$ cat config.mk
export PLATFORM = sky130hd
export DESIGN_NAME = mouse_report_button_events
export DESIGN_NICKNAME = d
export VERILOG_FILES = /design/src/rtl/mrbe_pkg.sv /design/src/rtl/mrbe_rot.sv /design/src/rtl/mrbe_scale.sv /design/src/rtl/mrbe_div.sv /design/src/rtl/mouse_report_button_events.sv
export VERILOG_INCLUDE_DIRS = /design/src /design/src/rtl
export SDC_FILE = /design/constraint.sdc
export NUM_CORES = 2
export LEC_CHECK = 0
export BUFFER_PORTS_ARGS = -buffer_cell sky130_fd_sc_hd__buf_4
export CAP_MARGIN = 40
export CORE_UTILIZATION = 64
export CTS_BUF_LIST = sky130_fd_sc_hd__clkbuf_16
export DETAILED_ROUTE_END_ITERATION = 6
export HOLD_SLACK_MARGIN = 0.03
export PLACE_DENSITY = 0.81
export SLEW_MARGIN = 20
export SYNTH_ARGS = -nofsm -noshare
export SYNTH_HDL_FRONTEND = slang
export SYNTH_SLANG_ARGS = --single-unit
$ cat constraint.sdc
create_clock -name i_clk -period 7.15 [get_ports i_clk]
set_clock_uncertainty 0.05 [all_clocks]
set_input_delay 1.0725 -clock i_clk [delete_from_list [all_inputs] [get_ports i_clk]]
set_output_delay 1.0725 -clock i_clk [all_outputs]
set_load 0.01 [all_outputs]
$ cat src/rtl/mouse_report_button_events_defines.svh
// Assertion macros for the mouse report button event block.
// Used by the top level; expects i_clk and i_rst_n in the enclosing scope.
`ifndef MOUSE_REPORT_BUTTON_EVENTS_DEFINES_SVH
`define MOUSE_REPORT_BUTTON_EVENTS_DEFINES_SVH

// Same-cycle implication, checked outside reset.
`define MRBE_ASSERT_IMPL(name, ante, cons, msg) \
    name: assert property (@(posedge i_clk) disable iff (!i_rst_n) (ante) |-> (cons)) \
        else $error(msg);

// Next-cycle implication, checked outside reset.
`define MRBE_ASSERT_NEXT(name, ante, cons, msg) \
    name: assert property (@(posedge i_clk) disable iff (!i_rst_n) (ante) |=> (cons)) \
        else $error(msg);

`endif

$ cat src/rtl/mrbe_pkg.sv
// Shared constants and types of the mouse report button event block.
// No dependencies; imported by every module of the block.
package mrbe_pkg;

    localparam int SCREEN_WIDTH  = 1920;
    localparam int SCREEN_HEIGHT = 1080;
    localparam int HALF_W = (SCREEN_WIDTH / 2 < 1) ? 1 : SCREEN_WIDTH / 2;
    localparam int HALF_H = (SCREEN_HEIGHT / 2 < 1) ? 1 : SCREEN_HEIGHT / 2;

    localparam int NUM_BUTTONS = 7;
    localparam int BTN_IDX_W   = 3;
    localparam int DEV_W       = 4;
    localparam int CFG_W       = 16;
    localparam int CFG_IDX_W   = 3;
    localparam int POS_W       = 32;
    localparam int CUR_W       = 16;

    // Bit-serial multipliers: one multiplier bit per cycle.
    localparam int MUL_STEPS   = 16;
    localparam int MUL_CNT_W   = $clog2(MUL_STEPS);
    localparam int SCL_CNT_W   = $clog2(MUL_STEPS + 1);
    localparam int ROT_TERM_W  = POS_W + 2;
    localparam int ROT_HI_W    = ROT_TERM_W + 1;
    localparam int ROT_W       = ROT_HI_W + MUL_STEPS;
    localparam int ROT_CLAMP_SH = 46;
    localparam int CLAMP_W     = ROT_CLAMP_SH + 2;
    localparam logic signed [ROT_W-1:0] CLAMP_HI = ROT_W'(1) << ROT_CLAMP_SH;
    localparam logic signed [ROT_W-1:0] CLAMP_LO = -CLAMP_HI;
    localparam int SCL_HI_W    = CLAMP_W + 1;
    localparam int NUM_W       = SCL_HI_W + MUL_STEPS;

    // Origin and screen center, aligned to bit 16 of the scaled product.
    localparam int BIAS_W  = 24;
    localparam logic signed [BIAS_W-1:0] BIAS_CX = BIAS_W'(HALF_W * 64);
    localparam logic signed [BIAS_W-1:0] BIAS_CY = BIAS_W'(HALF_H * 64);

    // Divisors of the normalization, one quotient bit per cycle.
    localparam int DIV_X   = HALF_W * 128;
    localparam int DIV_Y   = HALF_H * 128;
    localparam int DIV_W   = $clog2(((DIV_X > DIV_Y) ? DIV_X : DIV_Y) + 1);
    localparam int Q_W     = CUR_W - 1;
    localparam int REM_W   = DIV_W + Q_W;
    localparam int DIV_CNT_W = $clog2(Q_W);

    // Register indexes of the configuration port.
    localparam logic [CFG_IDX_W-1:0] REG_ROT_COS   = 3'd0;
    localparam logic [CFG_IDX_W-1:0] REG_ROT_SIN   = 3'd1;
    localparam logic [CFG_IDX_W-1:0] REG_SENS_X    = 3'd2;
    localparam logic [CFG_IDX_W-1:0] REG_SENS_Y    = 3'd3;
    localparam logic [CFG_IDX_W-1:0] REG_CUR_OFS   = 3'd4;
    localparam logic [CFG_IDX_W-1:0] REG_DEVICE_ID = 3'd5;

    localparam logic [CFG_W-1:0] RST_ROT_COS = 16'd16384;
    localparam logic [CFG_W-1:0] RST_ROT_SIN = 16'd0;
    localparam logic [CFG_W-1:0] RST_SENS    = 16'd256;
    localparam logic [CFG_W-1:0] RST_CUR_OFS = 16'd270;

    localparam int IN_DATA_W  = 72;
    localparam int OUT_DATA_W = 40;

    typedef struct packed {
        logic              pad;
        logic signed [15:0] origin_y;
        logic signed [15:0] origin_x;
        logic [6:0]        buttons;
        logic signed [15:0] dy;
        logic signed [15:0] dx;
    } t_in_data;

    typedef struct packed {
        logic signed [15:0] cursor_y;
        logic signed [15:0] cursor_x;
        logic              pressed;
        logic [2:0]        button_index;
        logic [3:0]        device;
    } t_out_data;

endpackage

$ cat src/rtl/mrbe_rot.sv
// Bit-serial rotation of the position by the cosine and sine registers.
// Depends on mrbe_pkg; one bit of cos and sin per cycle.
module mrbe_rot (
    input  logic                                   i_clk,
    input  logic                                   i_rst_n,
    input  logic                                   i_start,
    input  logic signed [mrbe_pkg::POS_W-1:0]      i_mx,
    input  logic signed [mrbe_pkg::POS_W-1:0]      i_my,
    input  logic signed [mrbe_pkg::CFG_W-1:0]      i_cos,
    input  logic signed [mrbe_pkg::CFG_W-1:0]      i_sin,
    output logic                                   o_done,
    output logic signed [mrbe_pkg::ROT_W-1:0]      o_rx,
    output logic signed [mrbe_pkg::ROT_W-1:0]      o_ry
);
    import mrbe_pkg::*;

    logic                        r_busy;
    logic                        r_done;
    logic [MUL_CNT_W-1:0]        r_cnt;
    logic [POS_W-1:0]            r_mx;
    logic [POS_W-1:0]            r_my;
    logic [CFG_W-1:0]            r_cos;
    logic [CFG_W-1:0]            r_sin;
    logic [ROT_HI_W-1:0]         r_ax;
    logic [ROT_HI_W-1:0]         r_ay;
    logic [MUL_STEPS-1:0]        r_lx;
    logic [MUL_STEPS-1:0]        r_ly;

    logic                        last_step;
    logic [ROT_TERM_W-1:0]       mx_e;
    logic [ROT_TERM_W-1:0]       my_e;
    logic [ROT_TERM_W-1:0]       term_x;
    logic [ROT_TERM_W-1:0]       term_y;
    logic [ROT_HI_W:0]           sum_x;
    logic [ROT_HI_W:0]           sum_y;

    assign last_step = (r_cnt == MUL_CNT_W'(MUL_STEPS - 1));

    always_comb begin
        mx_e   = {{(ROT_TERM_W-POS_W){r_mx[POS_W-1]}}, r_mx};
        my_e   = {{(ROT_TERM_W-POS_W){r_my[POS_W-1]}}, r_my};
        term_x = (r_cos[0] ? mx_e : '0) - (r_sin[0] ? my_e : '0);
        term_y = (r_sin[0] ? mx_e : '0) + (r_cos[0] ? my_e : '0);
        // The top bit of a two's complement multiplier weighs negative.
        if (last_step) begin
            term_x = -term_x;
            term_y = -term_y;
        end
        sum_x = {r_ax[ROT_HI_W-1], r_ax}
              + {{(ROT_HI_W+1-ROT_TERM_W){term_x[ROT_TERM_W-1]}}, term_x};
        sum_y = {r_ay[ROT_HI_W-1], r_ay}
              + {{(ROT_HI_W+1-ROT_TERM_W){term_y[ROT_TERM_W-1]}}, term_y};
    end

    always_ff @(posedge i_clk) begin
        if (!i_rst_n) begin
            r_busy <= 1'b0;
            r_done <= 1'b0;
            r_cnt  <= '0;
        end else begin
            r_done <= 1'b0;
            if (i_start) begin
                r_busy <= 1'b1;
                r_cnt  <= '0;
            end else if (r_busy) begin
                r_cnt <= r_cnt + 1'b1;
                if (last_step) begin
                    r_busy <= 1'b0;
                    r_done <= 1'b1;
                end
            end
        end
    end

    // Product low bits leave the accumulator one per cycle into r_lx / r_ly.
    always_ff @(posedge i_clk) begin
        if (i_start) begin
            r_mx  <= i_mx;
            r_my  <= i_my;
            r_cos <= i_cos;
            r_sin <= i_sin;
            r_ax  <= '0;
            r_ay  <= '0;
            r_lx  <= '0;
            r_ly  <= '0;
        end else if (r_busy) begin
            r_cos <= {1'b0, r_cos[CFG_W-1:1]};
            r_sin <= {1'b0, r_sin[CFG_W-1:1]};
            r_ax  <= sum_x[ROT_HI_W:1];
            r_ay  <= sum_y[ROT_HI_W:1];
            r_lx  <= {sum_x[0], r_lx[MUL_STEPS-1:1]};
            r_ly  <= {sum_y[0], r_ly[MUL_STEPS-1:1]};
        end
    end

    assign o_done = r_done;
    assign o_rx   = {r_ax, r_lx};
    assign o_ry   = {r_ay, r_ly};

endmodule

$ cat src/rtl/mrbe_scale.sv
// Clamp, bit-serial sensitivity scaling and origin/center offset of one axis.
// Depends on mrbe_pkg; the offset is added after the last multiply step.
module mrbe_scale (
    input  logic                                   i_clk,
    input  logic                                   i_rst_n,
    input  logic                                   i_start,
    input  logic signed [mrbe_pkg::ROT_W-1:0]      i_val,
    input  logic [mrbe_pkg::CFG_W-1:0]             i_sens,
    input  logic signed [mrbe_pkg::BIAS_W-1:0]     i_bias,
    output logic                                   o_done,
    output logic signed [mrbe_pkg::NUM_W-1:0]      o_num
);
    import mrbe_pkg::*;

    logic                        r_busy;
    logic                        r_done;
    logic [SCL_CNT_W-1:0]        r_cnt;
    logic [CLAMP_W-1:0]          r_b;
    logic [CFG_W-1:0]            r_m;
    logic [SCL_HI_W-1:0]         r_a;
    logic [MUL_STEPS-1:0]        r_l;

    logic signed [ROT_W-1:0]     clamped;
    logic                        bias_step;
    logic [SCL_HI_W:0]           sum;

    always_comb begin
        if (i_val > CLAMP_HI) begin
            clamped = CLAMP_HI;
        end else if (i_val < CLAMP_LO) begin
            clamped = CLAMP_LO;
        end else begin
            clamped = i_val;
        end
    end

    assign bias_step = (r_cnt == SCL_CNT_W'(MUL_STEPS));
    assign sum = {r_a[SCL_HI_W-1], r_a}
               + (r_m[0] ? {{(SCL_HI_W+1-CLAMP_W){r_b[CLAMP_W-1]}}, r_b} : '0);

    always_ff @(posedge i_clk) begin
        if (!i_rst_n) begin
            r_busy <= 1'b0;
            r_done <= 1'b0;
            r_cnt  <= '0;
        end else begin
            r_done <= 1'b0;
            if (i_start) begin
                r_busy <= 1'b1;
                r_cnt  <= '0;
            end else if (r_busy) begin
                r_cnt <= r_cnt + 1'b1;
                if (bias_step) begin
                    r_busy <= 1'b0;
                    r_done <= 1'b1;
                end
            end
        end
    end

    always_ff @(posedge i_clk) begin
        if (i_start) begin
            r_b <= clamped[CLAMP_W-1:0];
            r_m <= i_sens;
            r_a <= '0;
            r_l <= '0;
        end else if (r_busy) begin
            if (bias_step) begin
                // Origin and center sit at bit 16 and above of the product.
                r_a <= r_a + {{(SCL_HI_W-BIAS_W){i_bias[BIAS_W-1]}}, i_bias};
            end else begin
                r_m <= {1'b0, r_m[CFG_W-1:1]};
                r_a <= sum[SCL_HI_W:1];
                r_l <= {sum[0], r_l[MUL_STEPS-1:1]};
            end
        end
    end

    assign o_done = r_done;
    assign o_num  = {r_a, r_l};

endmodule

$ cat src/rtl/mrbe_div.sv
// Normalization of one axis: signed division by a constant divisor with
// truncation toward zero and saturation to Q1.15. Depends on mrbe_pkg.
module mrbe_div (
    input  logic                                   i_clk,
    input  logic                                   i_rst_n,
    input  logic                                   i_start,
    input  logic signed [mrbe_pkg::NUM_W-1:0]      i_num,
    input  logic                                   i_negate,
    input  logic [mrbe_pkg::DIV_W-1:0]             i_divisor,
    output logic                                   o_done,
    output logic signed [mrbe_pkg::CUR_W-1:0]      o_q
);
    import mrbe_pkg::*;

    localparam logic [1:0] DV_IDLE = 2'd0;
    localparam logic [1:0] DV_CMP  = 2'd1;
    localparam logic [1:0] DV_RUN  = 2'd2;

    logic [1:0]              r_state;
    logic                    r_done;
    logic [DIV_CNT_W-1:0]    r_cnt;
    logic [NUM_W-1:0]        r_mag;
    logic                    r_sign;
    logic                    r_sat;
    logic [REM_W-1:0]        r_rem;
    logic [Q_W-1:0]          r_q;

    logic [NUM_W-1:0]        sat_lim;
    logic [REM_W-1:0]        step_div;
    logic                    ge;
    logic [REM_W-1:0]        rem_sel;
    logic [CUR_W-1:0]        q_ext;

    assign sat_lim  = NUM_W'(i_divisor) << Q_W;
    assign step_div = REM_W'(i_divisor) << (Q_W - 1);
    assign ge       = (r_rem >= step_div);
    assign rem_sel  = ge ? (r_rem - step_div) : r_rem;
    assign q_ext    = {1'b0, r_q};

    always_ff @(posedge i_clk) begin
        if (!i_rst_n) begin
            r_state <= DV_IDLE;
            r_done  <= 1'b0;
            r_cnt   <= '0;
        end else begin
            r_done <= 1'b0;
            if (i_start) begin
                r_state <= DV_CMP;
            end else begin
                unique case (r_state)
                    DV_IDLE: ;
                    DV_CMP: begin
                        // A saturated axis still runs all steps so both axes finish together.
                        r_cnt   <= '0;
                        r_state <= DV_RUN;
                    end
                    DV_RUN: begin
                        r_cnt <= r_cnt + 1'b1;
                        if (r_cnt == DIV_CNT_W'(Q_W - 1)) begin
                            r_state <= DV_IDLE;
                            r_done  <= 1'b1;
                        end
                    end
                    default: r_state <= DV_IDLE;
                endcase
            end
        end
    end

    // Restoring division on the magnitude, quotient bits MSB first.
    always_ff @(posedge i_clk) begin
        if (i_start) begin
            r_mag  <= i_num[NUM_W-1] ? NUM_W'(-i_num) : NUM_W'(i_num);
            r_sign <= i_num[NUM_W-1] ^ i_negate;
        end else if (r_state == DV_CMP) begin
            r_sat <= (r_mag >= sat_lim);
            r_rem <= r_mag[REM_W-1:0];
            r_q   <= '0;
        end else if (r_state == DV_RUN) begin
            r_rem <= {rem_sel[REM_W-2:0], 1'b0};
            r_q   <= {r_q[Q_W-2:0], ge};
        end
    end

    always_comb begin
        if (r_sat) begin
            o_q = r_sign ? {1'b1, {Q_W{1'b0}}} : {1'b0, {Q_W{1'b1}}};
        end else begin
            o_q = r_sign ? -q_ext : q_ext;
        end
    end

    assign o_done = r_done;

endmodule

$ cat src/rtl/mouse_report_button_events.sv
// Mouse report to button event block: position counters, cursor pipeline
// and event emitter. Depends on mrbe_pkg, mrbe_rot, mrbe_scale, mrbe_div and the defines header.
//
// The slave stream takes one word per HID report or set-position command
// (tuser set). A report adds dx/dy to the wrapping 32-bit counters; for each
// button bit that changed, lowest first, one event word leaves on the master
// stream with the cursor point, tlast marking the report's final event.
// A set-position command clears the counters, loads the origin and emits
// nothing; like a report with no button change, it leaves s_axis_tready high.
// A report with a change runs the cursor point through a bit-serial rotator,
// bit-serial scalers and bit-serial dividers; the emitter then scans one
// button bit per cycle, a changed bit waiting until the output slot is free.
// s_axis_tready is low from the acceptance of such a report until its last
// event is loaded into the output register. That register lets the next word
// be accepted while the final event still waits; a stalled receiver holds
// the emitter. Reset restores register defaults, zeroes counters, origin and
// button history, and drops any pending word. Configuration writes take
// effect at once; the user must make them only while no report is in flight,
// which the block itself does not enforce.
`include "mouse_report_button_events_defines.svh"

module mouse_report_button_events (
    input  logic                                   i_clk,
    input  logic                                   i_rst_n,
    // fields from bit 0: dx, dy, buttons, origin_x, origin_y, zero pad
    input  logic [mrbe_pkg::IN_DATA_W-1:0]         s_axis_tdata,
    // action: 0 movement report, 1 set position
    input  logic                                   s_axis_tuser,
    input  logic                                   s_axis_tvalid,
    output logic                                   s_axis_tready,
    // fields from bit 0: device, button_index, pressed, cursor_x, cursor_y
    output logic [mrbe_pkg::OUT_DATA_W-1:0]        m_axis_tdata,
    output logic                                   m_axis_tlast,
    output logic                                   m_axis_tvalid,
    input  logic                                   m_axis_tready,
    input  logic                                   i_cfg_we,
    input  logic [mrbe_pkg::CFG_IDX_W-1:0]         i_cfg_index,
    input  logic [mrbe_pkg::CFG_W-1:0]             i_cfg_wdata
);
    import mrbe_pkg::*;

    localparam logic [1:0] ST_IDLE = 2'd0;
    localparam logic [1:0] ST_CALC = 2'd1;
    localparam logic [1:0] ST_EMIT = 2'd2;

    logic [1:0]               r_state;
    logic [1:0]               n_state;

    logic [CFG_W-1:0]         r_rot_cos;
    logic [CFG_W-1:0]         r_rot_sin;
    logic [CFG_W-1:0]         r_sens_x;
    logic [CFG_W-1:0]         r_sens_y;
    logic [CFG_W-1:0]         r_cur_ofs;
    logic [DEV_W-1:0]         r_device_id;

    logic [POS_W-1:0]         r_pos_x;
    logic [POS_W-1:0]         r_pos_y;
    logic [CUR_W-1:0]         r_org_x;
    logic [CUR_W-1:0]         r_org_y;
    logic [NUM_BUTTONS-1:0]   r_last_btn;

    logic [NUM_BUTTONS-1:0]   r_diff;
    logic [NUM_BUTTONS-1:0]   r_now;
    logic [BTN_IDX_W-1:0]     r_idx;
    logic                     r_rot_start;

    logic                     r_m_valid;
    logic                     r_m_last;
    t_out_data                r_m_data;

    t_in_data                 in_word;
    logic                     in_fire;
    logic [NUM_BUTTONS-1:0]   btn_diff;
    logic                     slot_free;
    logic                     emit_shift;
    logic                     emit_load;
    logic [POS_W-1:0]         my;
    logic [BIAS_W-1:0]        bias_x;
    logic [BIAS_W-1:0]        bias_y;

    logic                     rot_done;
    logic signed [ROT_W-1:0]  rx;
    logic signed [ROT_W-1:0]  ry;
    logic                     scl_done_x;
    logic                     scl_done_y;
    logic signed [NUM_W-1:0]  num_x;
    logic signed [NUM_W-1:0]  num_y;
    logic                     div_done_x;
    logic                     div_done_y;
    logic signed [CUR_W-1:0]  q_x;
    logic signed [CUR_W-1:0]  q_y;

    assign in_word       = t_in_data'(s_axis_tdata);
    assign s_axis_tready = (r_state == ST_IDLE);
    assign in_fire       = s_axis_tvalid && s_axis_tready;
    assign btn_diff      = in_word.buttons ^ r_last_btn;
    assign slot_free     = !r_m_valid || m_axis_tready;

    assign my     = r_pos_y + {{(POS_W-CFG_W){r_cur_ofs[CFG_W-1]}}, r_cur_ofs};
    assign bias_x = {{(BIAS_W-CUR_W-2){r_org_x[CUR_W-1]}}, r_org_x, 2'b00} - BIAS_CX;
    assign bias_y = {{(BIAS_W-CUR_W-2){r_org_y[CUR_W-1]}}, r_org_y, 2'b00} - BIAS_CY;

    always_comb begin
        n_state    = r_state;
        emit_shift = 1'b0;
        emit_load  = 1'b0;
        unique case (r_state)
            ST_IDLE: begin
                if (in_fire && !s_axis_tuser && (btn_diff != '0)) begin
                    n_state = ST_CALC;
                end
            end
            ST_CALC: begin
                if (div_done_x) begin
                    n_state = ST_EMIT;
                end
            end
            ST_EMIT: begin
                // Unchanged bits are skipped; a changed bit waits for the slot.
                if (!r_diff[0] || slot_free) begin
                    emit_shift = 1'b1;
                    emit_load  = r_diff[0];
                    if (r_diff[NUM_BUTTONS-1:1] == '0) begin
                        n_state = ST_IDLE;
                    end
                end
            end
            default: n_state = ST_IDLE;
        endcase
    end

    always_ff @(posedge i_clk) begin
        if (!i_rst_n) begin
            r_state     <= ST_IDLE;
            r_rot_start <= 1'b0;
            r_m_valid   <= 1'b0;
            r_pos_x     <= '0;
            r_pos_y     <= '0;
            r_org_x     <= '0;
            r_org_y     <= '0;
            r_last_btn  <= '0;
            r_rot_cos   <= RST_ROT_COS;
            r_rot_sin   <= RST_ROT_SIN;
            r_sens_x    <= RST_SENS;
            r_sens_y    <= RST_SENS;
            r_cur_ofs   <= RST_CUR_OFS;
            r_device_id <= '0;
        end else begin
            r_state     <= n_state;
            r_rot_start <= (r_state == ST_IDLE) && (n_state == ST_CALC);

            if (emit_load) begin
                r_m_valid <= 1'b1;
            end else if (m_axis_tready) begin
                r_m_valid <= 1'b0;
            end

            if (in_fire) begin
                if (s_axis_tuser) begin
                    r_pos_x <= '0;
                    r_pos_y <= '0;
                    r_org_x <= in_word.origin_x;
                    r_org_y <= in_word.origin_y;
                end else begin
                    r_pos_x    <= r_pos_x + {{(POS_W-CUR_W){in_word.dx[CUR_W-1]}}, in_word.dx};
                    r_pos_y    <= r_pos_y + {{(POS_W-CUR_W){in_word.dy[CUR_W-1]}}, in_word.dy};
                    r_last_btn <= in_word.buttons;
                end
            end

            if (i_cfg_we) begin
                unique case (i_cfg_index)
                    REG_ROT_COS:   r_rot_cos   <= i_cfg_wdata;
                    REG_ROT_SIN:   r_rot_sin   <= i_cfg_wdata;
                    REG_SENS_X:    r_sens_x    <= i_cfg_wdata;
                    REG_SENS_Y:    r_sens_y    <= i_cfg_wdata;
                    REG_CUR_OFS:   r_cur_ofs   <= i_cfg_wdata;
                    REG_DEVICE_ID: r_device_id <= i_cfg_wdata[DEV_W-1:0];
                    default: ;
                endcase
            end
        end
    end

    // Emitter shift registers and the output word.
    always_ff @(posedge i_clk) begin
        if (in_fire) begin
            r_diff <= btn_diff;
            r_now  <= in_word.buttons;
            r_idx  <= '0;
        end else if (emit_shift) begin
            r_diff <= {1'b0, r_diff[NUM_BUTTONS-1:1]};
            r_now  <= {1'b0, r_now[NUM_BUTTONS-1:1]};
            r_idx  <= r_idx + 1'b1;
        end
        if (emit_load) begin
            r_m_data.device       <= r_device_id;
            r_m_data.button_index <= r_idx;
            r_m_data.pressed      <= r_now[0];
            r_m_data.cursor_x     <= q_x;
            r_m_data.cursor_y     <= q_y;
            r_m_last              <= (r_diff[NUM_BUTTONS-1:1] == '0);
        end
    end

    assign m_axis_tvalid = r_m_valid;
    assign m_axis_tdata  = r_m_data;
    assign m_axis_tlast  = r_m_last;

    mrbe_rot u_rot (
        .i_clk   (i_clk),
        .i_rst_n (i_rst_n),
        .i_start (r_rot_start),
        .i_mx    (r_pos_x),
        .i_my    (my),
        .i_cos   (r_rot_cos),
        .i_sin   (r_rot_sin),
        .o_done  (rot_done),
        .o_rx    (rx),
        .o_ry    (ry)
    );

    mrbe_scale u_scale_x (
        .i_clk   (i_clk),
        .i_rst_n (i_rst_n),
        .i_start (rot_done),
        .i_val   (rx),
        .i_sens  (r_sens_x),
        .i_bias  (bias_x),
        .o_done  (scl_done_x),
        .o_num   (num_x)
    );

    mrbe_scale u_scale_y (
        .i_clk   (i_clk),
        .i_rst_n (i_rst_n),
        .i_start (rot_done),
        .i_val   (ry),
        .i_sens  (r_sens_y),
        .i_bias  (bias_y),
        .o_done  (scl_done_y),
        .o_num   (num_y)
    );

    // Screen y grows downward, so the y quotient takes the opposite sign.
    mrbe_div u_div_x (
        .i_clk     (i_clk),
        .i_rst_n   (i_rst_n),
        .i_start   (scl_done_x),
        .i_num     (num_x),
        .i_negate  (1'b0),
        .i_divisor (DIV_W'(DIV_X)),
        .o_done    (div_done_x),
        .o_q       (q_x)
    );

    mrbe_div u_div_y (
        .i_clk     (i_clk),
        .i_rst_n   (i_rst_n),
        .i_start   (scl_done_y),
        .i_num     (num_y),
        .i_negate  (1'b1),
        .i_divisor (DIV_W'(DIV_Y)),
        .o_done    (div_done_y),
        .o_q       (q_y)
    );

    `MRBE_ASSERT_NEXT(a_setpos_clears, in_fire && s_axis_tuser, (r_pos_x == '0) && (r_pos_y == '0), "set-position left counters nonzero")
    `MRBE_ASSERT_NEXT(a_change_starts, in_fire && !s_axis_tuser && (btn_diff != '0), r_state == ST_CALC, "button change did not start the cursor pipeline")
    `MRBE_ASSERT_IMPL(a_div_aligned, div_done_x || div_done_y, div_done_x && div_done_y && (r_state == ST_CALC), "axis dividers finished out of step")
    `MRBE_ASSERT_IMPL(a_emit_pending, r_state == ST_EMIT, r_diff != '0, "emitter active with no changed button")

endmodule
==> reports/qor.csv <==
stage;metric;value;unit
pwr;sw_frac_of_total;0.338;
outcome;violated_checks;DRC;
clock_tree;clock_tree.root_cell;sky130_fd_sc_hd__clkbuf_16;
min_path;worstHoldPathType;flip-flop to flip-flop;
synth;syn_nets;7419;
global_routing;grt_first_pass_wirelength;238;mm
clock_tree;clock_tree_from_tritoncts;built;
final_layout;num_antenna_cells;0;
pwr;power_per_cell_area;250;nW/um^2
timing;hold_viol_final;0;
pwr;pwr-share-clk;0.297;
synth;yosysSeqAreaShare;0.389;
placement;numPortBuffers;138;
routing;postRouteWirelength;146;mm
timing;fmax;151;MHz
global_routing;grt_start_max_net_pins;157;
placement;routabilityCongestion;0.936;
pwr;p_int;11.3;mW
routing;dr_total_vias;50300;
final_layout;final_cell_mix;sky130_fd_sc_hd__nand2_1 (758), sky130_fd_sc_hd__nor2_1 (510), sky130_fd_sc_hd__edfxtp_1 (507);
synth;asyncSetResetFlopFracSynth;0;
pwr;combinationalPowerShare;0.305;
worst_setup_path;critical_path_arrival;7.16;ns
timing;final.min_clock_period;6.64;ns
final_layout;layout_commonest_cell;sky130_fd_sc_hd__nand2_1;
floorplan;design.core.area;97000;sq um
timing;setup_tns;0;ns
worst_setup_path;cp-end-kind;flip-flop;
synth;synthDominantCellAreaShare;0.242;
synth;synth_top_flop_cell;sky130_fd_sc_hd__edfxtp_1;
placement;dp.final_hpwl;108;mm
synth;synth_cell_type_count;109;
worst_setup_path;worst-path-max-fanout;14;
timing;rsz0062_at_grt;no;
clock_tree;postCtsHoldBufs;0;
timing;setup_slack;0.509;ns
routing;drc_errors;11;
global_routing;global_route.usage.total;0.290;
routing;initialDrtViolationCount;3636;
final_layout;fill_cells;7351;
clock_tree;clk_path_buf_depth;3;
worst_setup_path;path_class;flip-flop to flip-flop;
timing;timing.final.max_slew_violations;0;
floorplan;ios;140;
synth;mappedNetlistArea;62800;sq um
floorplan;fp.dieArea;99400;sq um
synth;synth_top_area_cell;sky130_fd_sc_hd__edfxtp_1;
clock_tree;tritoncts_num_sinks;966;
synth;post_synth_main_area_contributors;sky130_fd_sc_hd__edfxtp_1 (24%), sky130_fd_sc_hd__dfxtp_1 (15%), sky130_fd_sc_hd__ha_1 (8.9%);
outcome;result_of_the_run;complete, but fails checks;
routing;antenna_left;0;
final_layout;share_of_layout_cells_above_drive_strength_1;0.0805;
clock_tree;number_of_buffers_inserted_during_clock_tree_synthesis;101;
pwr;worst_ir_drop_vdd;0.000212;V
timing;max_slew.worst_pin.slew;0.884;ns
synth;synth-edff-count;507;
floorplan;start_util;0.648;
clock_tree;cts.reportedPaths.clkPinSlew;0.06;ns
final_layout;layout-area-overhead-vs-synth;8.72;%
worst_setup_path;crit_required;7.67;ns
synth;syn_avg_cell_area;9.15;sq um
global_routing;total_global_routing_overflow;0;
worst_setup_path;kind_of_start_point_of_the_critical_path;flip-flop;
routing;drt_first_pass_iters;7;
synth;synthCells;6866;
timing;total_of_endpoints_with_negative_setup_slack_in_the_final_report;0;
timing;fin_crit_sh;0.929;
routing;drt-wirelength-per-cell;17.7;um
routing;detail_route.vias_per_cell;6.10;
placement;place_ws;0.618;ns
synth;postSynthRegisterBits;966;
clock_tree;htreeDepth;3;
run;drv_cap;0;
pwr;seqPwrFrac;0.398;
floorplan;die_h;315;um
floorplan;chipWidth;315;um
pwr;p_switching;5.77;mW
global_routing;antenna_found_initial;1;
synth;yosysWarnings;0;
timing;slew_headroom;0.403;
global_routing;first_global_vias;47700;
final_layout;nNetsFinal;7437;
floorplan;core.rowCount;114;
clock_tree;insertion_delay;0.71;ns
pwr;p_leak;27.4;nW
-- registers in the layout, summed over array words and instances, names as in the netlist, 32 cells and up --
register / count
u_scale_y.r_a: 49
u_scale_x.r_a: 49
r_pos_y: 32
u_div_x.r_mag: 65
u_div_y.r_mag: 65
u_div_y.r_rem: 32
u_scale_x.r_b: 48
u_scale_y.r_b: 48
u_rot.r_ax: 35
u_rot.r_my: 32
u_rot.r_ay: 35
r_pos_x: 32
m_axis_tdata: 40
u_div_x.r_rem: 32
u_rot.r_mx: 32
-- metal layers --
layer / routed length [um] / share of wire / global-route usage
met1: 64200 / 0.44 / 0.376
met4: 5440 / 0.037 / 0.107
met2: 69500 / 0.47 / 0.497
met3: 7250 / 0.050 / 0.0345
met5: 0 / 0 / 0
-- timing repair --
action	CTS	global route
resized for setup	0	2
setup buffers	0	0
setup endpoints to repair	0	4
hold endpoints to repair	0	0
-- worst paths after layout --
kind                   from               to  slack [ns]  cells past startpoint
min          r_device_id[3]  m_axis_tdata[3]        0.39                      0
max          u_rot.r_cos[0]   u_rot.r_ay[33]        0.51                     23
min reg2reg  r_device_id[3]  m_axis_tdata[3]        0.39                      0
max reg2reg  u_rot.r_cos[0]   u_rot.r_ay[33]        0.51                     23
-- cells by family after synthesis --
group	count (synthesis)	synth area share
buffers and inverters	442	0.0266
adders and majority gates	456	0.0921
and+or+nand+nor	2393	0.188
xor gates and xnor gates	588	0.0820
AOI/OAI and AO/OA	1831	0.190
muxes	190	0.0325
DFF	966	0.389
-- power by group through the flow --
| stage | Clock [mW] | Combinational, mW | Sequential (mW) |
|---|---|---|---|
| 5_1_grt | 5.36 | 5.80 | 6.84 |
| 2_1_floorplan | 0 | 4.16 | 6.66 |
| 6_report | 5.08 | 5.21 | 6.80 |
| 3_3_place_gp | 0 | 4.99 | 6.88 |
| 3_5_place_dp | 0 | 5.11 | 6.89 |
| 4_1_cts | 5.16 | 5.15 | 6.78 |
-- critical path, stage by stage (launching register included) --
cell	delay [ns]
sky130_fd_sc_hd__edfxtp_1	0.54
sky130_fd_sc_hd__and2_1	0.22
sky130_fd_sc_hd__ha_1	0.29
sky130_fd_sc_hd__fa_1	0.49
sky130_fd_sc_hd__a211oi_1	0.36
sky130_fd_sc_hd__o21ai_1	0.20
sky130_fd_sc_hd__a21oi_2	0.26
sky130_fd_sc_hd__o31ai_1	0.20
sky130_fd_sc_hd__xor2_1	0.21
sky130_fd_sc_hd__nor4_1	0.58
sky130_fd_sc_hd__nand3_2	0.20
sky130_fd_sc_hd__nor3_1	0.43
sky130_fd_sc_hd__a21oi_1	0.15
sky130_fd_sc_hd__xor2_1	0.16
sky130_fd_sc_hd__ha_1	0.37
sky130_fd_sc_hd__nand4_1	0.15
sky130_fd_sc_hd__or3_1	0.35
sky130_fd_sc_hd__o32a_1	0.20
sky130_fd_sc_hd__and2_1	0.17
sky130_fd_sc_hd__a21boi_0	0.25
sky130_fd_sc_hd__o21a_1	0.17
sky130_fd_sc_hd__o211ai_1	0.11
sky130_fd_sc_hd__mux2i_1	0.15
sky130_fd_sc_hd__a211o_1	0.26
-- cells in the mapped netlist (52+ instances only) --
cell                       number
sky130_fd_sc_hd__o21ai_0      341
sky130_fd_sc_hd__nand4_1       63
sky130_fd_sc_hd__o31ai_1       75
sky130_fd_sc_hd__dfxtp_1      459
sky130_fd_sc_hd__edfxtp_1     507
sky130_fd_sc_hd__nor2b_1      229
sky130_fd_sc_hd__a21boi_0     137
sky130_fd_sc_hd__mux2_2       111
sky130_fd_sc_hd__nand2b_1      66
sky130_fd_sc_hd__nor3_1       123
sky130_fd_sc_hd__xor2_1       201
sky130_fd_sc_hd__nand2_1      759
sky130_fd_sc_hd__a211oi_1      69
sky130_fd_sc_hd__nand3_1      109
sky130_fd_sc_hd__and2_1       225
sky130_fd_sc_hd__clkbuf_1     257
sky130_fd_sc_hd__xnor2_1      387
sky130_fd_sc_hd__nor4_1        60
sky130_fd_sc_hd__a31oi_1       64
sky130_fd_sc_hd__a21o_1       238
sky130_fd_sc_hd__mux2i_1       79
sky130_fd_sc_hd__nor2_1       513
sky130_fd_sc_hd__ha_1         445
sky130_fd_sc_hd__inv_1        156
sky130_fd_sc_hd__o21bai_1      52
sky130_fd_sc_hd__o21a_1        62
sky130_fd_sc_hd__a21oi_1      477
-- per-stage QoR --
step | power [mW] | util | std cells | cell area (sq um) | hold slack [ns]
finish | 17.1 | 0.704 | 8248 | 68300 | 0.387
floorplan | 10.8 | - | 6866 | 62800 | 0.350
CTS | 17.1 | 0.704 | 8244 | 68200 | 0.386
detailed placement | 12.0 | 0.670 | 8053 | 65000 | 0.374
global placement | 11.9 | 0.669 | 8043 | 64800 | 0.364
global route | 18.0 | 0.704 | 8248 | 68300 | 0.398
-- layout make-up --
type / instances / area, sq um / share of cell area
Sequential cell: 966 / 24400 / 0.358
Clock inverter: 89 / 693 / 0.0101
Clock buffer: 102 / 2550 / 0.0374
Tap cell: 1276 / 1600 / 0.0234
Timing Repair Buffer: 199 / 1610 / 0.0236
Inverter: 158 / 593 / 0.00868
Multi-Input combinational cell: 5458 / 36800 / 0.539
(Power assumes the default switching activity.)
